## src/rtl/chdec_pkg.sv

```systemverilog
package chdec_pkg;

	localparam int BYTE_W   = 8;
	localparam int STATUS_W = 2;
	localparam int LEFT_W   = 32;

	localparam logic [STATUS_W-1:0] ST_CONT = 2'd0;
	localparam logic [STATUS_W-1:0] ST_DONE = 2'd1;
	localparam logic [STATUS_W-1:0] ST_ERR  = 2'd2;

	localparam logic [BYTE_W-1:0] CH_CR     = 8'h0D;
	localparam logic [BYTE_W-1:0] CH_LF     = 8'h0A;
	localparam logic [BYTE_W-1:0] CH_SEMI   = 8'h3B;
	localparam logic [BYTE_W-1:0] CH_SPACE  = 8'h20;
	localparam logic [BYTE_W-1:0] CH_TAB    = 8'h09;
	localparam logic [BYTE_W-1:0] CH_ZERO   = 8'h30;
	localparam logic [BYTE_W-1:0] CH_NINE   = 8'h39;
	localparam logic [BYTE_W-1:0] CH_LOW_A  = 8'h61;
	localparam logic [BYTE_W-1:0] CH_LOW_F  = 8'h66;
	localparam logic [BYTE_W-1:0] CASE_BIT  = 8'h20;

	typedef struct packed {
		logic              valid;
		logic [BYTE_W-1:0] data;
	} stage_t;

	// bit 4 set: not a hex digit
	function automatic logic [4:0] hex_value(input logic [BYTE_W-1:0] ch);
		logic [BYTE_W-1:0] lc;
		logic [BYTE_W-1:0] dv;
		lc = ch | CASE_BIT;
		if (ch >= CH_ZERO && ch <= CH_NINE) begin
			dv = ch - CH_ZERO;
			hex_value = {1'b0, dv[3:0]};
		end else if (lc >= CH_LOW_A && lc <= CH_LOW_F) begin
			dv = lc - CH_LOW_A + 8'd10;
			hex_value = {1'b0, dv[3:0]};
		end else begin
			hex_value = 5'h10;
		end
	endfunction

endpackage

```

## src/rtl/chdec_if.sv

```systemverilog
interface chdec_in_if;
	logic       valid;
	logic       ready;
	logic [7:0] in_byte;

	modport source (output valid, output in_byte, input ready);
	modport sink (input valid, input in_byte, output ready);
endinterface

interface chdec_out_if;
	logic        valid;
	logic        ready;
	logic        payload_valid;
	logic [7:0]  payload_byte;
	logic [1:0]  status;
	logic [31:0] chunk_left;

	modport source (output valid, output payload_valid, output payload_byte,
		output status, output chunk_left, input ready);
	modport sink (input valid, input payload_valid, input payload_byte,
		input status, input chunk_left, output ready);
endinterface

```

## src/rtl/chdec_inreg.sv

```systemverilog
module chdec_inreg (
	input  logic              clk,
	input  logic              arst_n,
	chdec_in_if.sink          body,
	input  logic              adv,
	output chdec_pkg::stage_t s1
);
	import chdec_pkg::*;

	stage_t stage_s1;

	assign body.ready = !stage_s1.valid || adv;
	assign s1 = stage_s1;

	always_ff @(posedge clk or negedge arst_n) begin
		if (!arst_n) begin
			stage_s1 <= '0;
		end else if (body.ready) begin
			stage_s1.valid <= body.valid;
			if (body.valid) begin
				stage_s1.data <= body.in_byte;
			end
		end
	end

endmodule

```

## src/rtl/chdec_fsm.sv

```systemverilog
module chdec_fsm #(
	parameter int SIZE_W = 32
) (
	input  logic              clk,
	input  logic              arst_n,
	input  chdec_pkg::stage_t s1,
	output logic              adv,
	chdec_out_if.source       result
);
	import chdec_pkg::*;

	typedef enum logic [3:0] {
		PH_START, PH_SIZE, PH_EXT, PH_EXT_CR, PH_DATA, PH_AFTER, PH_AFTER_CR,
		PH_LEXT, PH_LEXT_CR, PH_TRL, PH_TRL_CR, PH_THDR, PH_THDR_CR, PH_ERROR
	} phase_t;

	phase_t              phase_q, phase_d;
	logic [SIZE_W-1:0]   size_q, size_d, size_dec;
	logic [4:0]          hv;
	logic                err, done, pay, is_cr, is_lf, is_sep, size_zero;
	logic [63:0]         size_wide;

	logic                out_v_q;
	logic                pay_q;
	logic [BYTE_W-1:0]   byte_q;
	logic [STATUS_W-1:0] status_q;
	logic [LEFT_W-1:0]   left_q;

	assign hv        = hex_value(s1.data);
	assign is_cr     = s1.data == CH_CR;
	assign is_lf     = s1.data == CH_LF;
	assign is_sep    = s1.data == CH_SEMI || s1.data == CH_SPACE || s1.data == CH_TAB;
	assign size_zero = size_q == '0;
	assign size_dec  = size_zero ? size_q : size_q - SIZE_W'(1);

	always_comb begin
		phase_d = phase_q;
		size_d  = size_q;
		err     = 1'b0;
		done    = 1'b0;
		pay     = 1'b0;
		case (phase_q)
			PH_START: begin
				if (!hv[4]) begin
					size_d  = SIZE_W'(hv[3:0]);
					phase_d = PH_SIZE;
				end else begin
					err = 1'b1;
				end
			end
			PH_SIZE: begin
				if (!hv[4]) begin
					// overflow when any of the top four bits is set
					if (size_q[SIZE_W-1 -: 4] != 4'd0) begin
						err = 1'b1;
					end else begin
						size_d = {size_q[SIZE_W-5:0], hv[3:0]};
					end
				end else if (is_cr) begin
					phase_d = size_zero ? PH_LEXT_CR : PH_EXT_CR;
				end else if (is_lf) begin
					phase_d = size_zero ? PH_TRL : PH_DATA;
				end else if (is_sep) begin
					phase_d = size_zero ? PH_LEXT : PH_EXT;
				end else begin
					err = 1'b1;
				end
			end
			PH_EXT: begin
				if (is_cr) begin
					phase_d = PH_EXT_CR;
				end else if (is_lf) begin
					phase_d = PH_DATA;
				end
			end
			PH_EXT_CR: begin
				if (is_lf) begin
					phase_d = PH_DATA;
				end else begin
					err = 1'b1;
				end
			end
			PH_DATA: begin
				pay    = 1'b1;
				size_d = size_dec;
				if (size_dec == '0) begin
					phase_d = PH_AFTER;
				end
			end
			PH_AFTER: begin
				if (is_cr) begin
					phase_d = PH_AFTER_CR;
				end else if (is_lf) begin
					phase_d = PH_START;
				end else begin
					err = 1'b1;
				end
			end
			PH_AFTER_CR: begin
				if (is_lf) begin
					phase_d = PH_START;
				end else begin
					err = 1'b1;
				end
			end
			PH_LEXT: begin
				if (is_cr) begin
					phase_d = PH_LEXT_CR;
				end else if (is_lf) begin
					phase_d = PH_TRL;
				end
			end
			PH_LEXT_CR: begin
				if (is_lf) begin
					phase_d = PH_TRL;
				end else begin
					err = 1'b1;
				end
			end
			PH_TRL: begin
				if (is_cr) begin
					phase_d = PH_TRL_CR;
				end else if (is_lf) begin
					done = 1'b1;
				end else begin
					phase_d = PH_THDR;
				end
			end
			PH_TRL_CR: begin
				if (is_lf) begin
					done = 1'b1;
				end else begin
					err = 1'b1;
				end
			end
			PH_THDR: begin
				if (is_cr) begin
					phase_d = PH_THDR_CR;
				end else if (is_lf) begin
					phase_d = PH_TRL;
				end
			end
			PH_THDR_CR: begin
				if (is_lf) begin
					phase_d = PH_TRL;
				end else begin
					err = 1'b1;
				end
			end
			default: begin
				err = 1'b1;
			end
		endcase
		if (err) begin
			phase_d = PH_ERROR;
			size_d  = size_q;
		end else if (done) begin
			phase_d = PH_START;
			size_d  = '0;
		end
	end

	assign size_wide = 64'(size_d);
	assign adv = !out_v_q || result.ready;

	always_ff @(posedge clk or negedge arst_n) begin
		if (!arst_n) begin
			phase_q  <= PH_START;
			size_q   <= '0;
			out_v_q  <= 1'b0;
			pay_q    <= 1'b0;
			byte_q   <= '0;
			status_q <= ST_CONT;
			left_q   <= '0;
		end else if (adv) begin
			out_v_q <= s1.valid;
			if (s1.valid) begin
				phase_q <= phase_d;
				size_q  <= size_d;
				if (err) begin
					pay_q    <= 1'b0;
					byte_q   <= '0;
					status_q <= ST_ERR;
					left_q   <= '0;
				end else begin
					pay_q    <= pay;
					byte_q   <= pay ? s1.data : '0;
					status_q <= done ? ST_DONE : ST_CONT;
					left_q   <= size_wide[LEFT_W-1:0];
				end
			end
		end
	end

	assign result.valid         = out_v_q;
	assign result.payload_valid = pay_q;
	assign result.payload_byte  = byte_q;
	assign result.status        = status_q;
	assign result.chunk_left    = left_q;

endmodule

```

## src/rtl/http_chunked_body_decoder_unit.sv

```systemverilog
// A byte passes from the input register (chdec_inreg) to the result register in chdec_fsm; a result stall can hold it.
// Throughput: one byte per clock while result.ready takes each word; a stall holds the input.
// Input and result registers sit between the two handshakes; body.ready still follows result.ready combinationally.
// Reset (arst_n low, asynchronous) returns the parser to chunk start,
// clears the size counter and the sticky error, and empties both registers.
module http_chunked_body_decoder_unit #(
	parameter int SIZE_W = 32
) (
	input logic         clk,
	input logic         arst_n,
	chdec_in_if.sink    body,
	chdec_out_if.source result
);
	import chdec_pkg::*;

	stage_t s1;
	logic   adv;

	chdec_inreg u_inreg (
		.clk    (clk),
		.arst_n (arst_n),
		.body   (body),
		.adv    (adv),
		.s1     (s1)
	);

	chdec_fsm #(
		.SIZE_W (SIZE_W)
	) u_fsm (
		.clk    (clk),
		.arst_n (arst_n),
		.s1     (s1),
		.adv    (adv),
		.result (result)
	);

endmodule

```

## src/flat_wrapper.sv

```systemverilog
// flat-port wrapper written by rule: the top's interface ports become plain ports
module http_chunked_body_decoder_unit_flat import chdec_pkg::*;
#(
	parameter int SIZE_W = 32
)
  (clk, arst_n, body_valid, body_in_byte, body_ready, result_valid, result_payload_valid, result_payload_byte, result_status, result_chunk_left, result_ready);
  chdec_in_if body_i ();
  chdec_out_if result_i ();
  input logic clk;
  input logic arst_n;
  input wire logic [$bits(body_i.valid)-1:0] body_valid;
  input wire logic [$bits(body_i.in_byte)-1:0] body_in_byte;
  output wire logic [$bits(body_i.ready)-1:0] body_ready;
  output wire logic [$bits(result_i.valid)-1:0] result_valid;
  output wire logic [$bits(result_i.payload_valid)-1:0] result_payload_valid;
  output wire logic [$bits(result_i.payload_byte)-1:0] result_payload_byte;
  output wire logic [$bits(result_i.status)-1:0] result_status;
  output wire logic [$bits(result_i.chunk_left)-1:0] result_chunk_left;
  input wire logic [$bits(result_i.ready)-1:0] result_ready;
  assign body_i.valid = body_valid;
  assign body_i.in_byte = body_in_byte;
  assign body_ready = body_i.ready;
  assign result_valid = result_i.valid;
  assign result_payload_valid = result_i.payload_valid;
  assign result_payload_byte = result_i.payload_byte;
  assign result_status = result_i.status;
  assign result_chunk_left = result_i.chunk_left;
  assign result_i.ready = result_ready;
  http_chunked_body_decoder_unit #(.SIZE_W(SIZE_W)) u_core (.clk(clk), .arst_n(arst_n), .body(body_i), .result(result_i));
endmodule
```

## config.mk

```make
export PLATFORM = sky130hd
export DESIGN_NAME = http_chunked_body_decoder_unit_flat
export DESIGN_NICKNAME = d
export VERILOG_FILES = /design/src/rtl/chdec_pkg.sv /design/src/rtl/chdec_if.sv /design/src/rtl/chdec_inreg.sv /design/src/rtl/chdec_fsm.sv /design/src/rtl/http_chunked_body_decoder_unit.sv /design/src/flat_wrapper.sv
export SDC_FILE = /design/constraint.sdc
export NUM_CORES = 1
export LEC_CHECK = 0
export BUFFER_PORTS_ARGS = -buffer_cell sky130_fd_sc_hd__buf_2
export CAP_MARGIN = 20
export CORE_MARGIN = 5
export CORE_UTILIZATION = 50
export CTS_BUF_LIST = sky130_fd_sc_hd__clkbuf_16
export CTS_CLUSTER_SIZE = 30
export DETAILED_ROUTE_END_ITERATION = 7
export GPL_ROUTABILITY_DRIVEN = 1
export PLACE_DENSITY = 0.69
export SKIP_CTS_REPAIR_TIMING = 1
export SYNTH_ARGS = -nofsm -noshare
export SYNTH_HDL_FRONTEND = slang
export SYNTH_SLANG_ARGS = --single-unit
```

## constraint.sdc

```tcl
create_clock -name clk -period 6.97 [get_ports clk]
set_input_delay 0.3485 -clock clk [delete_from_list [all_inputs] [get_ports clk]]
set_output_delay 0.3485 -clock clk [all_outputs]
set_load 0.1 [all_outputs]
```

# ---- Word level (Yosys, flattened, before mapping)
# Cells that the tools add are included.
dict set report word_totals {
  register_bits 89
  inputBits 12
  output_inout_bits 45
  wordCells 107
}
dict set report classes {
  add_sub_neg 4
  order_cmp 4
  eq_ne 22
  mux 49
  reduce_logical 19
}
# operator n
set op_table {}
lappend op_table {{$mux W32} 7}
lappend op_table {{$pmux W32 S3} 1}
lappend op_table {{$mux W4} 19}
lappend op_table {{$logic_not A32 Y1} 2}
lappend op_table {{$pmux W4 S11} 1}
lappend op_table {{$sub A32 B1 Y32 const B} 1}
lappend op_table {{$eq A8 B4 Y1 const B} 3}
lappend op_table {{$eq A4 B4 Y1 const B} 5}
lappend op_table {{$eq A4 B3 Y1 const B} 4}
lappend op_table {{$eq A8 B6 Y1 const B} 2}
lappend op_table {{$mux W8} 2}
lappend op_table {{$mux W1} 13}
lappend op_table {{$reduce_bool A13 Y1} 1}
lappend op_table {{$ne A4 B4 Y1 const B} 3}
lappend op_table {{$mux W5} 2}
lappend op_table {{$reduce_or A5 Y1} 2}
lappend op_table {{$eq A4 B2 Y1 const B} 2}
lappend op_table {{$ge A8 B6 Y1 const B} 1}
lappend op_table {{$ge A8 B7 Y1 const B} 1}
lappend op_table {{$le A8 B6 Y1 const B} 1}
lappend op_table {{$le A8 B7 Y1 const B} 1}
lappend op_table {{$reduce_and A8 Y1} 1}
lappend op_table {{$sub A4 B1 Y4 const B} 2}
lappend op_table {{$ne A6 B6 Y1 const B} 1}
lappend op_table {{14 further kinds} 20}

# ---- Depth between registers and ports, before layout
dict set report logic_depth {
  word_depth 10
  depth_mapped 13
  ltp_nobuf 12
}

# ---- Cells and area by module
# A second synthesis with hierarchy kept.
dict set report unflattened {
  cells_unflattened 634
  area_unflattened_um2 5437.7
}
# module n_inst cells_each area_each_um2
set modules_own_cells {}
lappend modules_own_cells {chdec_fsm 1 614 5052.3}
lappend modules_own_cells {chdec_inreg 1 20 385.4}

# ---- Least setup slack after synthesis
# No wires, ideal clock.
dict set report synth_timing {
  kind {register to register}
  from {reg u_core.u_fsm.out_v_q, in the netlist u_core.u_fsm.result.valid}
  to {reg u_core.u_inreg.stage_s1, in the netlist u_core.u_inreg.s1[0]}
  t_arrival_ns 2.902
  required_ns 6.845
  setup_slack_ns 3.943
  stages_incl_launch_ff 4
  path_buffers 0
  path_cell_list {dfrtp_1 nand3b_1 nand2_1 mux2_2}
}
dict set report synth_between {
  elab_chain_cells 4
}
# item line
set synth_rtl {}
lappend synth_rtl {{from (decl)} chdec_fsm.sv:23} ;# logic out_v_q;
lappend synth_rtl {{from (signal assigned)} chdec_fsm.sv:176} ;# out_v_q <= s1.valid;
lappend synth_rtl {{$logic_not A1 Y1} chdec_fsm.sv:164} ;# assign adv = !out_v_q || result.ready;
lappend synth_rtl {{$logic_or A1 B1 Y1} chdec_fsm.sv:164}
lappend synth_rtl {{$logic_or A1 B1 Y1} chdec_inreg.sv:12} ;# assign body.ready = !stage_s1.valid || adv;
lappend synth_rtl {{via body_ready} flat_wrapper.sv:13} ;# output wire logic [$bits(body_i.ready)-1:0] body_ready;
lappend synth_rtl {{$reduce_and A2 Y1 (no line)} -}
lappend synth_rtl {{to (decl)} chdec_inreg.sv:10} ;# stage_t stage_s1;
# The timed path passes the listed nets, and every way through them passes these cells.
# A chain may end at the register's enable or synchronous reset.

# ---- Final worst setup path
dict set report layout_timing {
  from {reg u_core.u_fsm.size_q[0]}
  to {reg u_core.u_fsm.phase_q[0]}
}
dict set report layout_between {
  elab_chain_cells 9
}
# item line
set layout_rtl {}
lappend layout_rtl {{from (decl)} chdec_fsm.sv:18} ;# logic [SIZE_W-1:0] size_q, size_d, size_dec;
lappend layout_rtl {{from (signal assigned)} chdec_fsm.sv:179} ;# size_q <= size_d;
lappend layout_rtl {{branches (longest 9 deep; another with $sub A32 B1 Y32)} -}
lappend layout_rtl {{to (signal assigned)} chdec_fsm.sv:178} ;# phase_q <= phase_d;
lappend layout_rtl {{to (decl)} chdec_fsm.sv:17} ;# phase_t phase_q, phase_d;
# Parallel ways; which one is timed is not known. The select of a mux whose other input is x is not followed.

==> reports/results.ini <==
[outcome]
status = finished with violations
violations = negative hold slack

[synth]
synth_area_um2 = 5408
yosysMostFrequentCell = dfrtp_1
synthTopCellsByCount = 89 x dfrtp_1, 88 x nand2_1, 46 x clkbuf_1, 46 x nor2_1, 44 x a21o_1
ys_seq_area_frac = 0.4118
synthFlopType = dfrtp_1
synth_nets = 632
synthCells = 612
ys_types = 68
synth_edf_count = 0
synth_seq_cells = 89
avgSynthCellArea_um2 = 8.836
yosys.area.top_type_share = 0.4118
yosysWarnings = 0
synthTopCellsByArea = dfrtp_1 41%, a21o_1 6.1%, nand2_1 6.1%
synth_top_cell_by_area = dfrtp_1
postSynth.asyncResetShare = 1.000

[placement]
dp_hpwl_mm = 10.88
placed_cell_area_um2 = 5693
place_inst = 760
place.gp.congestion = 0.9564
portBuffers = 56

[global_route]
track_usage = 0.2502
grt.overflow.total = 0
grt_start_max_net_pins = 48
grt_pass1_wl_mm = 25.70
grt_pass1_vias = 4749
antenna_found_initial = 0

[worst_setup_path]
rr_endpoint = u_core.u_fsm.phase_q[0]$_DFFE_PN0P_
cp_top_family = simple AND/OR/NAND/NOR gates
path_buf_inv = 2
r2r-start = u_core.u_fsm.size_q[0]$_DFFE_PN0P_
cpPeakStageDelay_ns = 0.55
required_ns = 7.24
cp_cell_sequence = inv_1 > ha_1 > or4b_4 > nor4_4 > nand3_1 > inv_1 > ha_1 > nor3_1 > or2_2 > nand3_1 > o32ai_1 > a21oi_1
path_class = reg -> reg
slowest_stage = or4b_4
r2r_setup_slack_ns = 3.06
worst_setup_path_start_kind = flop
end_kind = flop
cp_max_fo = 13
crit_arrival_ns = 4.18
r2r_cells = 12

[timing]
max_slew_margin = 0.4207
grt_setup_unrepaired = false
drv_slew = 0
skew_ns = 0.007532
fmax_ghz = 0.2558
post-route-period-util = 0.5610
finalCriticalPeriod_ns = 3.910
finalSetupTns_ns = 0
setup_violations = 0
hold_viol = 9
worst_pin_slew_ns = 0.8665
whs_ns = -0.01306

[cells_and_area]
final_area_um2 = 6012
final_cells = 776
syn2layout_area_growth_pct = 11.18
drive_gt1_frac = 0.1557
num_antenna_cells = 0
fin_util = 0.5620
fin_nets = 651

[routing]
drtAntennaViolNets = 0
drt_iter0_markers = 511
post_drt_wl_per_cell_um = 19.99
avgViaCountPerCell = 6.345
drc = 0
dr.pass1.iters = 7
detail_route.wirelength_mm = 15.51
vias = 4924

[power]
p_sw_frac = 0.2387
irDropWorstVdd_mv = 0.1914
p_clk_frac = 0.463
p_leak_nw = 3.221
seqPwrFrac = 0.476
p_comb_frac = 0.061
p_sw_mw = 0.2700
power_density_nw_per_um2 = 188.1
internal-power_mw = 0.8611

[worst_hold_path]
hp-class = in -> async

[floorplan]
die_h_um = 114.0
core-area_um2 = 10700
initial_core_util = 0.5055
rows = 38
io_pins = 57
dieArea_um2 = 12990
die-width_um = 114.0

[clock_tree]
htreeDepth = 3
clk_pin_slew_ns = 0.07
cts_root_buf = clkbuf_16
cts_buffers = 9
clkLatencyLatePin_ns = 0.35
clockBufferDepth = 2
cts_sinks = 89
cts_tree = built

[run]
drv_cap = 0

==> placed cells by master (no fill, tap or decap), types with 5 or more instances in the layout <==
master / Yosys / routed
dfrtp_1: 89 / 89
inv_1: 11 / 12
nor3_1: 13 / 12
ha_1: 8 / 8
buf_2: 4 / 55
nand2b_1: 12 / 12
xnor2_1: 8 / 8
o2111ai_1: 7 / 7
o21ai_0: 29 / 29
mux2_2: 8 / 8
buf_4: 2 / 7
a222oi_1: 18 / 18
nor4_1: 19 / 19
or4_1: 6 / 6
a31oi_1: 6 / 6
a21o_1: 44 / 44
nand2_1: 88 / 88
nand4_1: 6 / 6
nor2_1: 46 / 46
a21oi_1: 28 / 28
nand3_1: 13 / 13
or3_1: 5 / 5
clkbuf_16: 0 / 9
a22o_1: 8 / 8
a22oi_1: 8 / 8
xor2_1: 12 / 12
==> metal layers <==
metal	GRT usage	vias up	wire, um
met5	0	-	0
met4	0.08709	0	328
met3	0.05199	34	963
met2	0.3587	193	6709
met1	0.3745	2389	7510
li1	-	2308	-
==> layout make-up <==
class | instances | area (um^2)
Sequential cell | 89 | 2227
Clock inverter | 7 | 93.84
Clock buffer | 9 | 225.2
Timing Repair Buffer | 62 | 327.8
Multi-Input combinational cell | 458 | 2922
Tap cell | 140 | 175.2
Fill cell | 972 | 4686
Inverter | 11 | 41.29
==> worst max path at each step <==
stage / startpoint / to / slack (ns) / depth (start not counted)
after floorplan: u_core.u_fsm.result.valid$_DFFE_PN0P_ / u_core.u_inreg.s1[0]$_DFFE_PN0P_ / 3.94 / 3
after global placement: u_core.u_fsm.size_q[0]$_DFFE_PN0P_ / u_core.u_fsm.phase_q[0]$_DFFE_PN0P_ / 3.25 / 12
after detailed placement: u_core.u_fsm.size_q[0]$_DFFE_PN0P_ / u_core.u_fsm.phase_q[0]$_DFFE_PN0P_ / 3.12 / 12
after CTS: u_core.u_fsm.size_q[0]$_DFFE_PN0P_ / u_core.u_fsm.phase_q[0]$_DFFE_PN0P_ / 3.10 / 12
after global routing: u_core.u_fsm.size_q[0]$_DFFE_PN0P_ / u_core.u_fsm.phase_q[0]$_DFFE_PN0P_ / 2.80 / 12
final: u_core.u_fsm.size_q[0]$_DFFE_PN0P_ / u_core.u_fsm.phase_q[0]$_DFFE_PN0P_ / 3.06 / 12
==> registers in the layout, indices dropped and copies added (netlist names) <==
name	flops
u_core.u_fsm.phase_q	4
u_core.u_fsm.result.status	2
u_core.u_fsm.result.payload_valid	1
u_core.u_inreg.s1	9
u_core.u_fsm.size_q	32
u_core.u_fsm.result.chunk_left	32
u_core.u_fsm.result.payload_byte	8
u_core.u_fsm.result.valid	1
==> logic make-up after synthesis <==
kind of cell | count (synthesis) | share of synthesized area
AO/OA/AOI/OAI | 182 | 0.2466
flip-flops | 89 | 0.4118
AND/OR/NAND/NOR | 238 | 0.2214
multiplexers | 10 | 0.02036
buffers and inverters | 65 | 0.04882
adder cells (fa/ha/maj) | 8 | 0.01851
XOR/XNOR | 20 | 0.03239
==> power groups by stage <==
stage | Sequential (mW) | Combinational (mW) | Clock (mW)
global placement | 0.546 | 0.0682 | 0
CTS | 0.537 | 0.0705 | 0.536
floorplan | 0.544 | 0.0456 | 0
detailed placement | 0.547 | 0.0701 | 0
global route | 0.540 | 0.0775 | 0.559
finish | 0.538 | 0.0692 | 0.524
==> through the flow <==
stage               hold WS, ns  total power [mW]  worst slack, ns
floorplan               0.05291            0.5897            3.943
global placement         0.3743            0.6146            3.251
detailed placement       0.3873            0.6174            3.116
CTS                    0.001638             1.144            3.103
global route            0.03394             1.176            2.799
finish                 -0.01306             1.131            3.060
(Power assumes the default switching activity.)
